`src/design/nearest_flagged_point_search_defines.svh`:
```
`ifndef NEAREST_FLAGGED_POINT_SEARCH_DEFINES_SVH
`define NEAREST_FLAGGED_POINT_SEARCH_DEFINES_SVH

// same-cycle implication, checked outside reset
`define NFPS_ASSERT_SAME(label, clk, rst_n, ante, cons, msg) \
    label: assert property (@(posedge clk) disable iff (!(rst_n)) (ante) |-> (cons)) \
        else $error(msg);

// next-cycle implication, checked outside reset
`define NFPS_ASSERT_NEXT(label, clk, rst_n, ante, cons, msg) \
    label: assert property (@(posedge clk) disable iff (!(rst_n)) (ante) |=> (cons)) \
        else $error(msg);

`endif

```
`src/design/nfps_pkg.sv`:
```
`timescale 1ns / 1ps
`default_nettype none

package nfps_pkg;

    localparam logic OP_WRITE = 1'b0;
    localparam logic OP_QUERY = 1'b1;

    typedef enum logic [1:0] {
        STEP_IDLE,
        STEP_SCAN,
        STEP_DRAIN,
        STEP_EMIT
    } t_step;

    typedef enum logic [2:0] {
        COND_NEVER,
        COND_NO_QUERY,
        COND_NOT_LAST,
        COND_BUSY,
        COND_OUT_FULL
    } t_cond;

    typedef struct packed {
        logic in_ready;
        logic ld_query;
        logic issue;
        logic load_out;
    } t_ctl;

    typedef struct packed {
        logic no_query;
        logic not_last;
        logic busy;
        logic out_full;
    } t_flags;

    typedef struct packed {
        t_ctl  ctl;
        t_cond cond;
        t_step target;
    } t_uword;

    // control store: branch to target when cond holds, else fall through
    function automatic t_uword ucode(input t_step step);
        t_uword w;
        w = '0;
        case (step)
            STEP_IDLE: begin
                w.ctl.in_ready = 1'b1;
                w.ctl.ld_query = 1'b1;
                w.cond         = COND_NO_QUERY;
                w.target       = STEP_IDLE;
            end
            STEP_SCAN: begin
                w.ctl.issue = 1'b1;
                w.cond      = COND_NOT_LAST;
                w.target    = STEP_SCAN;
            end
            STEP_DRAIN: begin
                w.cond   = COND_BUSY;
                w.target = STEP_DRAIN;
            end
            STEP_EMIT: begin
                w.ctl.load_out = 1'b1;
                w.cond         = COND_OUT_FULL;
                w.target       = STEP_EMIT;
            end
            default: begin
                w.cond   = COND_NEVER;
                w.target = STEP_IDLE;
            end
        endcase
        return w;
    endfunction

endpackage

`default_nettype wire

```
`src/design/nfps_seq.sv`:
```
`timescale 1ns / 1ps
`default_nettype none

module nfps_seq
    import nfps_pkg::*;
(
    input  wire logic   i_clk,
    input  wire logic   i_rst_n,
    input  wire t_flags i_flags,
    output t_ctl        o_ctl
);

    t_step  r_step;
    t_step  n_step;
    t_uword w_word;
    logic   w_take;

    assign w_word = ucode(r_step);

    always_comb begin
        case (w_word.cond)
            COND_NEVER:    w_take = 1'b0;
            COND_NO_QUERY: w_take = i_flags.no_query;
            COND_NOT_LAST: w_take = i_flags.not_last;
            COND_BUSY:     w_take = i_flags.busy;
            COND_OUT_FULL: w_take = i_flags.out_full;
            default:       w_take = 1'b0;
        endcase
    end

    // next step: branch target or fall through (last step wraps to idle)
    always_comb begin
        if (w_take) begin
            n_step = w_word.target;
        end else begin
            n_step = t_step'(r_step + 2'd1);
        end
    end

    always_comb begin
        o_ctl = w_word.ctl;
    end

    always_ff @(posedge i_clk) begin
        if (!i_rst_n) begin
            r_step <= STEP_IDLE;
        end else begin
            r_step <= n_step;
        end
    end

endmodule

`default_nettype wire
```
`config.mk`:
```
export PLATFORM = sky130hd
export DESIGN_NAME = nfps_seq
export DESIGN_NICKNAME = d
export VERILOG_FILES = /design/src/design/nearest_flagged_point_search_defines.svh /design/src/design/nfps_pkg.sv /design/src/design/nfps_seq.sv
export SDC_FILE = /design/constraint.sdc
export NUM_CORES = 1
export LEC_CHECK = 0
export BUFFER_PORTS_ARGS = -buffer_cell sky130_fd_sc_hd__buf_2
export CAP_MARGIN = 10
export CORE_AREA = 5 5 42 44
export DETAILED_ROUTE_END_ITERATION = 7
export DIE_AREA = 0 0 47 49
export GPL_ROUTABILITY_DRIVEN = 1
export PLACE_DENSITY = 0.39
export SLEW_MARGIN = 10
export SYNTH_ARGS = -nofsm -noshare
export SYNTH_HDL_FRONTEND = slang
export SYNTH_SLANG_ARGS = --single-unit
```
`constraint.sdc`:
```
create_clock -name i_clk -period 1.75 [get_ports i_clk]
set_clock_uncertainty 0.2 [all_clocks]
set_input_delay 0.175 -clock i_clk [delete_from_list [all_inputs] [get_ports i_clk]]
set_output_delay 0.175 -clock i_clk [all_outputs]
set_load 0.005 [all_outputs]
```
# Word-level counts from Yosys, hierarchy flattened
# Index checks and enable logic that the tools add are counted.
[totals]
romBits = 0
latch_bits = 0
elab_cells = 16
memories = 0
register_bits = 2
ramBits = 0
out_inout_bits = 4
[classes]
bitwise = 0
magnitude_cmp = 0
multipliers = 0
n_shift = 0
addsub = 1
n_reduce_logical = 1
div = 0
muxes = 6
n_eq_ne = 7
[ops]
columns = ["operator", "n"]
rows = [
  ["one-hot mux 5 bit (4 select lines)", 1],
  ["== test 3 x 2 -> 1 bit (second input constant)", 2],
  ["== test 2 bit (second input constant)", 2],
  ["2-to-1 mux 2 bit", 2],
  ["one-hot mux 1 bit (4 select lines)", 1],
  ["== test 3 x 1 -> 1 bit (second input constant)", 1],
  ["== test 3 bit (second input constant)", 1],
  ["adder 2 x 1 -> 2 bit (second input constant)", 1],
  ["== test 2 x 1 -> 1 bit (second input constant)", 1],
  ["zero test 2 bit", 1],
  ["2-to-1 mux 1 bit", 2],
]

# Longest topological paths before layout
# Gate-level depths: netlist (run 1).
[logic_depth]
depth_word = 5
mapped_depth = 5
ltp_nobuf = 5

# Worst setup path before layout (run 1)
# No wires, ideal clock.
[synth_timing]
path_type = "register to register"
start = "register r_step[0]"
end = "register r_step[0]"
n_path_buf = 0
t_arrival_ps = 1136
setup_slack_ps = 298
required_ps = 1434
setup_ps = 116
period_less_slack_ps = 1452
path_stages_with_launch = 6
cell_sequence = "dfxtp_1 inv_1 ha_1 a22oi_2 a21oi_1 a41o_1"
[synth_between]
elab_chain_len = 5
[synth_rtl]
columns = ["element", "line_no", "text"]
rows = [
  ["from (decl)", "nfps_seq.sv:13", "t_step r_step;"],
  ["from (signal assigned)", "nfps_seq.sv:48", "r_step <= n_step;"],
  ["== test 2 bit, or another cell as far along", "nfps_pkg.sv:48", "case (step)"],
  ["one-hot mux 5 bit (4 select lines)", "nfps_pkg.sv:48", ""],
  ["== test 3 bit, or another cell as far along", "nfps_seq.sv:21", "case (w_word.cond)"],
  ["one-hot mux 1 bit (4 select lines)", "nfps_seq.sv:21", ""],
  ["2-to-1 mux 2 bit *", "nfps_seq.sv:33", "if (w_take) begin"],
]
# Mark *: on every way between the ends. The rest lies on a longest branch, timed or not.
# A chain may end at the register's enable or synchronous reset.

# Final worst setup path (run 1)
# Same ends and word-level chain as after synthesis.

==> flow_summary.yaml, run 1 <==
logic_synthesis:
  synth.yosys.seq_area_share_pct: 20.9
  syn_avg_cell_area_um2: 10.1
  synth_cells: 19
  synth_cell_types: 12
  synth_seq_cells: 2
  synth-adder-area-share_pct: 32.7
  synth_top_family_by_area: "compound AO/OA/AOI/OAI gates"
  netlist_area_um2: 191
  synth_compound_area_share_pct: 34.0
  muxShareOfSynthArea_pct: 0
  ys_warn_count: 0
  synth_fp_nets: 30
  yosys.area_share.xor_xnor_pct: 0
  synth-simple-area-share_pct: 4.58
sta:
  finalHoldViolCount: 0
  post-route-period-util_pct: 88.1
  relSlewSlack_pct: 85.4
  maxSlewViolCount: 0
  period_minus_slack_ns: 1.54
  rsz0062_at_grt: "no"
  fmax_mhz: 649
  worst_slew_pin_slew_ns: 0.219
  finalSetupViolCount: 0
  setup_tns_ns: 0
  hold_ws_ns: 0.0275
hold_path:
  min_path_type: "in2reg"
  holdPathStages: 2
  holdCritStartpoint: "i_rst_n"
  whs_endpoint: "r_step[0]$_SDFF_PN0_"
global_routing:
  grt_usage_pct: 4.36
  grt_pass1_vias: 177
  antenna_found_initial: 0
  grt_pass1_wl_um: 662
  gr-total-overflow: 0
  grt_max_degree: 5
floorplan:
  core_mm2: 0.00140
  die_w_um: 47
  die_area_mm2: 0.00230
  initial_core_util_pct: 13.7
  die_h_um: 49
  rows: 14
  top_level_ports: 10
drt:
  drc_errors: 0
  drtIter0Drc: 1
  avgRoutedWirePerCell_um: 9.04
  totalWireLength_um: 416
  first_pass_iters: 2
  vias: 179
  vias_per_cell: 3.89
  ant_nets: 0
worst_setup_path:
  rr_worst_depth: 5
  reg2reg_slack_ns: 0.21
  cp.arrival_ns: 1.45
  cp_max_fo: 4
  cp-start-kind: "flip-flop"
  cp-end-kind: "flip-flop"
  rr_startpoint: "r_step[0]$_SDFF_PN0_"
  worstSetupPathType: "reg2reg"
  critPathRequiredTime_ns: 1.66
  regToRegEndpoint: "r_step[0]$_SDFF_PN0_"
place:
  hpwl_um: 348
  port_buffers: 9
  place_inst: 43
  place_area_um2: 249
  gp_congestion: 0.643
layout:
  drive_gt1_share_pct: 50.0
  instances_no_fill: 46
  regMostFlops: "r_step"
  final_common_cell: "buf_2"
  final_area_um2: 272
  antenna_cells: 0
  biggestRegsByFlops: "r_step: 2 flops"
  nets: 43
  nFillCells: 170
  largest_reg_flops: 2
  layout_common_cells: "buf_2, ha_1, clkbuf_4"
  synthToLayoutAreaGrowth_pct: 41.8
  post-route-util_pct: 19.4
clocking:
  hold_buffers: 0
  cts_buffers: 3
  clk_pin_slew_ns: 0.03
  cts.sinks: 2
  root_buffer: "clkbuf_4"
  cts-htree-levels: 1
  ctsResizeCount: 0
  clk_latency_ns: 0.22
  clockBufferDepth: 2
  cts_setup_buffers: 0
  cts_tree: "yes"
power:
  seqPwrFrac_pct: 21.6
  p_per_area_mw_per_mm2: 1490
  combPwrFrac_pct: 53.2
  clkPwrFrac_pct: 25.2
  switchingPower_mw: 0.160
  cellLeakagePower_nw: 0.133
  power.internal_mw: 0.244
  ir_drop_uv: 390
  switching_share_pct: 39.6
flow_run:
  max_cap_violations: 0
run_status:
  outcome: "completed"
-- worst max path at each step --
stage | slack [ns] | start | endpoint | cells after the start
global route | 0.11 | r_step[1]$_SDFF_PN0_ | r_step[0]$_SDFF_PN0_ | 5
floorplan | 0.30 | r_step[0]$_SDFF_PN0_ | r_step[0]$_SDFF_PN0_ | 5
finish | 0.21 | r_step[0]$_SDFF_PN0_ | r_step[0]$_SDFF_PN0_ | 5
detailed placement | 0.20 | r_step[0]$_SDFF_PN0_ | r_step[0]$_SDFF_PN0_ | 5
CTS | 0.19 | r_step[0]$_SDFF_PN0_ | r_step[0]$_SDFF_PN0_ | 5
global placement | 0.19 | r_step[0]$_SDFF_PN0_ | r_step[0]$_SDFF_PN0_ | 5
-- Yosys cell counts --
master	n	area share, %
a21oi_1	1	2.6
a41o_1	1	5.2
a22oi_2	2	13
o21ai_0	1	2.6
a211o_1	1	4.6
ha_1	5	33
a21boi_2	1	5.9
buf_4	1	3.9
inv_1	2	3.9
dfxtp_1	2	21
nor2_1	1	2.0
nand3_1	1	2.6
-- metal layers --
layer,GRT usage (%),up-vias,part of all wire [%]
li1,-,90,-
met1,4.60,80,43
met2,5.20,9,44
met3,5.54,0,14
met4,1.38,0,0
met5,0,-,0
-- layout make-up --
class / count / area, µm² / area share (%)
Clock buffer: 3 / 22.5 / 8.29
Inverter: 2 / 7.51 / 2.76
Multi-Input combinational cell: 14 / 136 / 50.2
Sequential cell: 2 / 40.0 / 14.7
Tap cell: 16 / 20.0 / 7.37
Timing Repair Buffer: 9 / 45.0 / 16.6
-- kinds of logic (layout without fill, tap and decap cells) --
kind of cell	Yosys count	in the layout
buf+inv	3	14
flops	2	2
fa+ha+maj	5	5
simple gates	2	2
compound gates	7	7
-- worst max-delay path: stages, from the launching register on --
cell and delay (ns):
dfxtp_1 0.38, inv_1 0.10, ha_1 0.23, a22oi_2 0.23, a21oi_1 0.09, a41o_1 0.21
-- power groups by stage --
| stage | Sequential [mW] | Clock, mW | Combinational (mW) |
|---|---|---|---|
| after global routing | 0.0908 | 0.116 | 0.246 |
| after global placement | 0.0901 | 0 | 0.214 |
| after detailed placement | 0.0881 | 0 | 0.220 |
| after CTS | 0.0873 | 0.106 | 0.220 |
| after floorplan | 0.0837 | 0 | 0.168 |
| final | 0.0873 | 0.102 | 0.215 |
-- per-stage QoR --
step	power (mW)	setup slack [ns]
after global placement	0.304	0.193
after CTS	0.414	0.194
final	0.404	0.208
after global routing	0.453	0.107
after detailed placement	0.308	0.198
after floorplan	0.251	0.298
Power figures use the tool's default switching activity.
==> run 2, diff against run 1 <==
Settings changed: ABC_AREA set to 1, PLACE_DENSITY 0.39 to 0.41.
Clock period 1.75 ns to 1.8 ns, I/O delays scaled along.
==> run 2 against run 1 <==
Against the previous run:
- first-iteration DRC count is 100% lower
- largest power group unchanged
- sequential share of layout area is 1.2 points lower
- worst hold slack better by 0.14 ns
- count of clock-buffer cells in the layout stayed put
- synthesized cell count is 53% higher
- flip-flop and latch count stayed put
- clock power is 5% lower
- sequential power is 3.8% higher
- critical path depth is 2 lower
- highest routed layer unchanged
==> flow_summary.yaml, run 2 <==
run_status:
  outcome: "completed"
worst_setup_path:
  worstSetupPathType: "reg2out"
  cp_max_fo: 5
  cp-start-kind: "flip-flop"
  critPathRequiredTime_ns: 1.42
  path_cells: "inv_1, ha_1, buf_2"
  regToRegEndpoint: "r_step[0]$_SDFF_PN0_"
  rr_worst_depth: 8
  max_stage_delay_ns: 0.39
  critPathBufInv: 2
  cp.arrival_ns: 1.07
  slowest_stage: "dfxtp_1"
  cp-end-kind: "output pin"
  path_delay_family: "flip-flops"
  reg2reg_slack_ns: 0.38
  rr_startpoint: "r_step[0]$_SDFF_PN0_"
clocking:
  clk_pin_slew_ns: 0.03
  clockBufferDepth: 2
  root_buffer: "clkbuf_4"
  cts_buffers: 3
  clk_latency_ns: 0.22
  cts_tree: "yes"
  cts.sinks: 2
  cts-htree-levels: 1
  ctsResizeCount: 0
drt:
  dr_wl_met2_um: 194
  totalWireLength_um: 429
  wl_met1_um: 179
  first_pass_iters: 1
  vias: 191
  top_layer: "met3"
  vias_per_cell: 3.35
  drtIter0Drc: 0
  wl_met3_um: 55
  avgRoutedWirePerCell_um: 7.53
  ant_nets: 0
  drc_errors: 0
logic_synthesis:
  netlist.area_leader.share_pct: 30.3
  synth.most_common_cell: "nand2_1"
  synth_enable_flop_cells: 0
  synth_seq_cells: 2
  synth_ff_type: "dfxtp_1"
  netlist_area_um2: 206
  synth_commonest_cells: "nand2_1, nor2_1, ha_1"
  syn_avg_cell_area_um2: 7.12
  ys_top_cells_by_area: "ha_1, dfxtp_1, nand2_1, nor2_1, nand2_2"
  synth.yosys.seq_area_share_pct: 19.4
  synth_cells: 29
  yosysTopAreaCell: "ha_1"
  ys_warn_count: 0
  synthArstFlopShare_pct: 0
  synth_fp_nets: 40
  synth_cell_types: 9
layout:
  final_common_cell: "buf_2"
  instances_no_fill: 57
  drive_gt1_share_pct: 39.0
  regMostFlops: "r_step"
  nets: 54
  layout_common_cells: "buf_2, nand2_1, nor2_1"
  synthToLayoutAreaGrowth_pct: 43.6
  largest_reg_flops: 2
  post-route-util_pct: 21.2
  biggestRegsByFlops: "r_step: 2 flops"
  nFillCells: 176
  antenna_cells: 0
power:
  seqPwrFrac_pct: 20.1
  power.internal_mw: 0.258
  p_total_mw: 0.451
  p_per_area_mw_per_mm2: 1520
  cellLeakagePower_nw: 0.169
  clkPwrFrac_pct: 21.4
  switchingPower_mw: 0.192
  switching_share_pct: 42.7
  ir_drop_uv: 415
  combPwrFrac_pct: 58.5
floorplan:
  die_area_mm2: 0.00230
  die_h_um: 49
  initial_core_util_pct: 14.7
  rows: 14
  top_level_ports: 10
  die_w_um: 47
  core_mm2: 0.00140
sta:
  fmax_mhz: 691
  maxSlewViolCount: 0
  setup_tns_ns: 0
  finalSetupViolCount: 0
  relSlewSlack_pct: 88.3
  rsz0062_at_grt: "no"
  hold_ws_ns: 0.169
  finalHoldViolCount: 0
  post-route-period-util_pct: 80.4
  worst_slew_pin_slew_ns: 0.175
  period_minus_slack_ns: 1.45
flow_run:
  max_cap_violations: 0
global_routing:
  antenna_found_initial: 0
  grt_pass1_wl_um: 745
  gr-total-overflow: 0
  grt_usage_pct: 4.85
  grt_pass1_vias: 207
  grt_max_degree: 6
place:
  gp_congestion: 0.652
  port_buffers: 9
  place_inst: 53
hold_path:
  holdCritStartpoint: "i_flags[0]"
  whs_endpoint: "r_step[0]$_SDFF_PN0_"
  min_path_type: "in2reg"
  holdPathStages: 6
run 2: cell types whose count changed after synthesis, moves of 2 or more:
cell	previous run	this run
nand2_1	0	7
nor2_1	1	6
nand2_2	0	3
a22oi_2	2	0
run 2: repair_timing:
action / 4_1_cts / 5_1_grt
hold buffers: 1 / 0
buffers inserted: 0 / 0
endpoints found under the hold margin: 2 / 0
run 2: final cells by class:
class	instances	area [µm²]	area share [%]
Multi-Input combinational cell	23	148	49.8
Timing Repair Buffer	10	55.1	18.6
Tap cell	16	20.0	6.75
Clock buffer	3	22.5	7.59
Sequential cell	2	40.0	13.5
Inverter	3	11.3	3.80
run 2: stage by stage:
stage | area (µm²) | setup WS [ns]
4_1_cts | 297 | 0.329
2_1_floorplan | 206 | 0.454
3_5_place_dp | 264 | 0.356
5_1_grt | 297 | 0.211
3_3_place_gp | 264 | 0.365
6_report | 297 | 0.354
run 2: logic make-up (layout without fill, tap and decap cells):
kind of cell | after synthesis | in the layout | share of synthesized area (%)
AND/OR/NAND/NOR | 18 | 18 | 41.2
buffers and inverters | 4 | 16 | 9.09
adder cells (fa/ha/maj) | 5 | 5 | 30.3
flip-flops | 2 | 2 | 19.4
run 2: how the worst max path moves through the flow:
stage | endpoint | from | cells after the start | slack, ns
after detailed placement | r_step[1]$_SDFF_PN0_ | r_step[0]$_SDFF_PN0_ | 8 | 0.36
after floorplan | r_step[0]$_SDFF_PN0_ | r_step[0]$_SDFF_PN0_ | 8 | 0.45
after global routing | r_step[0]$_SDFF_PN0_ | r_step[0]$_SDFF_PN0_ | 8 | 0.21
final | o_ctl[3] | r_step[0]$_SDFF_PN0_ | 3 | 0.35
after global placement | r_step[0]$_SDFF_PN0_ | r_step[0]$_SDFF_PN0_ | 8 | 0.37
after CTS | o_ctl[3] | r_step[0]$_SDFF_PN0_ | 3 | 0.33
run 2: worst reg2reg max path, stage by stage (launching register included):
cell	delay, ns
dfxtp_1	0.39
inv_1	0.08
ha_1	0.21
nand2_1	0.07
nand2_2	0.06
nor2_4	0.13
nand2_1	0.06
nand2_1	0.05
nor2_1	0.03
run 2: power groups by stage:
| stage | clock (mW) | sequential [mW] | combinational [mW] |
|---|---|---|---|
| after detailed placement | 0 | 0.0921 | 0.272 |
| after global placement | 0 | 0.0914 | 0.275 |
| after floorplan | 0 | 0.0862 | 0.211 |
| after global routing | 0.110 | 0.0967 | 0.306 |
| after CTS | 0.104 | 0.0916 | 0.274 |
| final | 0.0964 | 0.0906 | 0.264 |
run 2: per-layer routing:
metal	vias to the layer above	GRT usage [%]
met2	7	6.11
met1	75	5.25
met3	0	2.21
li1	109	-
met5	-	0
met4	0	5.53
==> run 3, diff against run 2 <==
Settings changed: ABC_AREA 1 to 0, PLACE_DENSITY 0.41 to 0.39.
Clock period 1.8 ns to 1.4 ns, I/O delays scaled along.
==> run 3 against run 2 <==
Against the previous run:
- the run now ends with negative setup slack left
- core utilization is 7.4 points higher
- setup slack worse by 0.39 ns
- count of clock-buffer cells in the layout stayed put
- non-clock buffer count is 4 higher
- worst hold slack worse by 0.10 ns
- final cell count is 11% lower
- critical path type is now reg2reg
- highest routed layer unchanged
==> flow_summary.yaml, run 3 (synthesis results as in run 1) <==
sta:
  post-route-period-util_pct: 103
  hold_ws_ns: 0.0689
  finalSetupViolCount: 1
  relSlewSlack_pct: 84.7
  period_minus_slack_ns: 1.44
  finalHoldViolCount: 0
  worst_slew_pin_slew_ns: 0.230
  setup_slack_ns: -0.0405
  fmax_mhz: 694
  maxSlewViolCount: 0
  rsz0062_at_grt: "yes"
global_routing:
  gr-total-overflow: 0
  grt_usage_pct: 4.78
  grt_pass1_wl_um: 772
  grt_pass1_vias: 206
  antenna_found_initial: 0
  grt_max_degree: 5
worst_setup_path:
  path_cells: "inv_4, ha_4, a22oi_2, a21oi_1, a41o_1"
  slowest_stage: "dfxtp_4"
  cp-start-kind: "flip-flop"
  max_stage_delay_ns: 0.37
  critPathRequiredTime_ns: 1.31
  cp-end-kind: "flip-flop"
  worstSetupPathType: "reg2reg"
  cp_max_fo: 4
  cp.arrival_ns: 1.35
hold_path:
  min_path_type: "in2reg"
floorplan:
  die_h_um: 49
  rows: 14
  initial_core_util_pct: 13.7
  top_level_ports: 10
  die_w_um: 47
  core_mm2: 0.00140
  die_area_mm2: 0.00230
layout:
  antenna_cells: 0
  nFillCells: 165
  layout_common_cells: "buf_2, buf_6, ha_4"
  biggestRegsByFlops: "r_step: 2 flops"
  regMostFlops: "r_step"
  drive_gt1_share_pct: 80.0
  largest_reg_flops: 2
  final_area_um2: 400
  final_common_cell: "buf_2"
  nets: 48
  synthToLayoutAreaGrowth_pct: 109
place:
  hpwl_um: 381
  gp_congestion: 0.662
  place_area_um2: 282
  port_buffers: 9
drt:
  vias: 197
  totalWireLength_um: 486
  first_pass_iters: 1
  drc_errors: 0
  avgRoutedWirePerCell_um: 9.53
  ant_nets: 0
  drtIter0Drc: 0
  vias_per_cell: 3.86
power:
  p_per_area_mw_per_mm2: 2010
  cellLeakagePower_nw: 0.166
  ir_drop_uv: 853
clocking:
  clockBufferDepth: 2
  cts-htree-levels: 1
  root_buffer: "clkbuf_4"
  cts.sinks: 2
  clk_latency_ns: 0.22
  clk_pin_slew_ns: 0.03
  cts_buffers: 3
  cts_tree: "yes"
flow_run:
  max_cap_violations: 0
run_status:
  outcome: "finished with violations"
  failed_checks: "negative setup slack"
-- run 3: power by group --
| part | total, mW | switching, mW | internal [mW] |
|---|---|---|---|
| logic | 0.535 | 0.216 | 0.319 |
| clock network | 0.125 | 0.0306 | 0.0944 |
| registers | 0.145 | 0.0470 | 0.0981 |
| total | 0.805 | 0.294 | 0.511 |
-- run 3: final cells by class --
class	count	area, µm²	area share, %
multi-input cells	14	189	47.2
repair buffers	14	109	27.2
flip-flops and latches	2	47.5	11.9
clock buffers	3	22.5	5.62
well taps	16	20.0	5.00
inverters	2	12.5	3.13
-- run 3: worst max-delay path, delay by kind of cell, from the launching register on --
kind	cells	cell delay, ns
AOI/OAI and AO/OA	3	0.55
DFF	1	0.37
adders and majority gates	1	0.16
buffers and inverters	1	0.05
-- run 3: worst paths after layout --
kind,startpoint,end,slack (ns),depth (start not counted)
setup / recovery,r_step[1]$_SDFF_PN0_,r_step[0]$_SDFF_PN0_,-0.04,5
hold / removal,i_flags[0],r_step[1]$_SDFF_PN0_,0.07,4
setup reg to reg,r_step[1]$_SDFF_PN0_,r_step[0]$_SDFF_PN0_,-0.04,5
hold reg to reg,r_step[0]$_SDFF_PN0_,r_step[0]$_SDFF_PN0_,0.52,3
-- run 3: what timing repair did --
item	CTS	global route
pin swaps	3	2
setup endpoints to repair	4	4
hold buffers	1	0
resized for setup	16	1
hold endpoints to repair	2	0
setup buffers	1	0
-- run 3: metrics by stage --
step	utilization [%]	setup TNS (ns)	power, mW	cells	worst slack [ns]
after floorplan	-	0	0.333	19	0.000454
after global placement	20.1	-0.0749	0.468	46	-0.0494
after detailed placement	20.1	-0.111	0.472	46	-0.0806
after CTS	28.3	-0.0486	0.797	51	-0.0486
after global routing	28.6	-0.190	0.873	51	-0.120
final	28.6	-0.0405	0.805	51	-0.0405
-- run 3: routing by layer --
metal	global-route usage, %	part of all wire (%)
met5	0	0
met4	4.15	0
met3	1.11	9.5
met2	7.69	56
met1	4.81	34
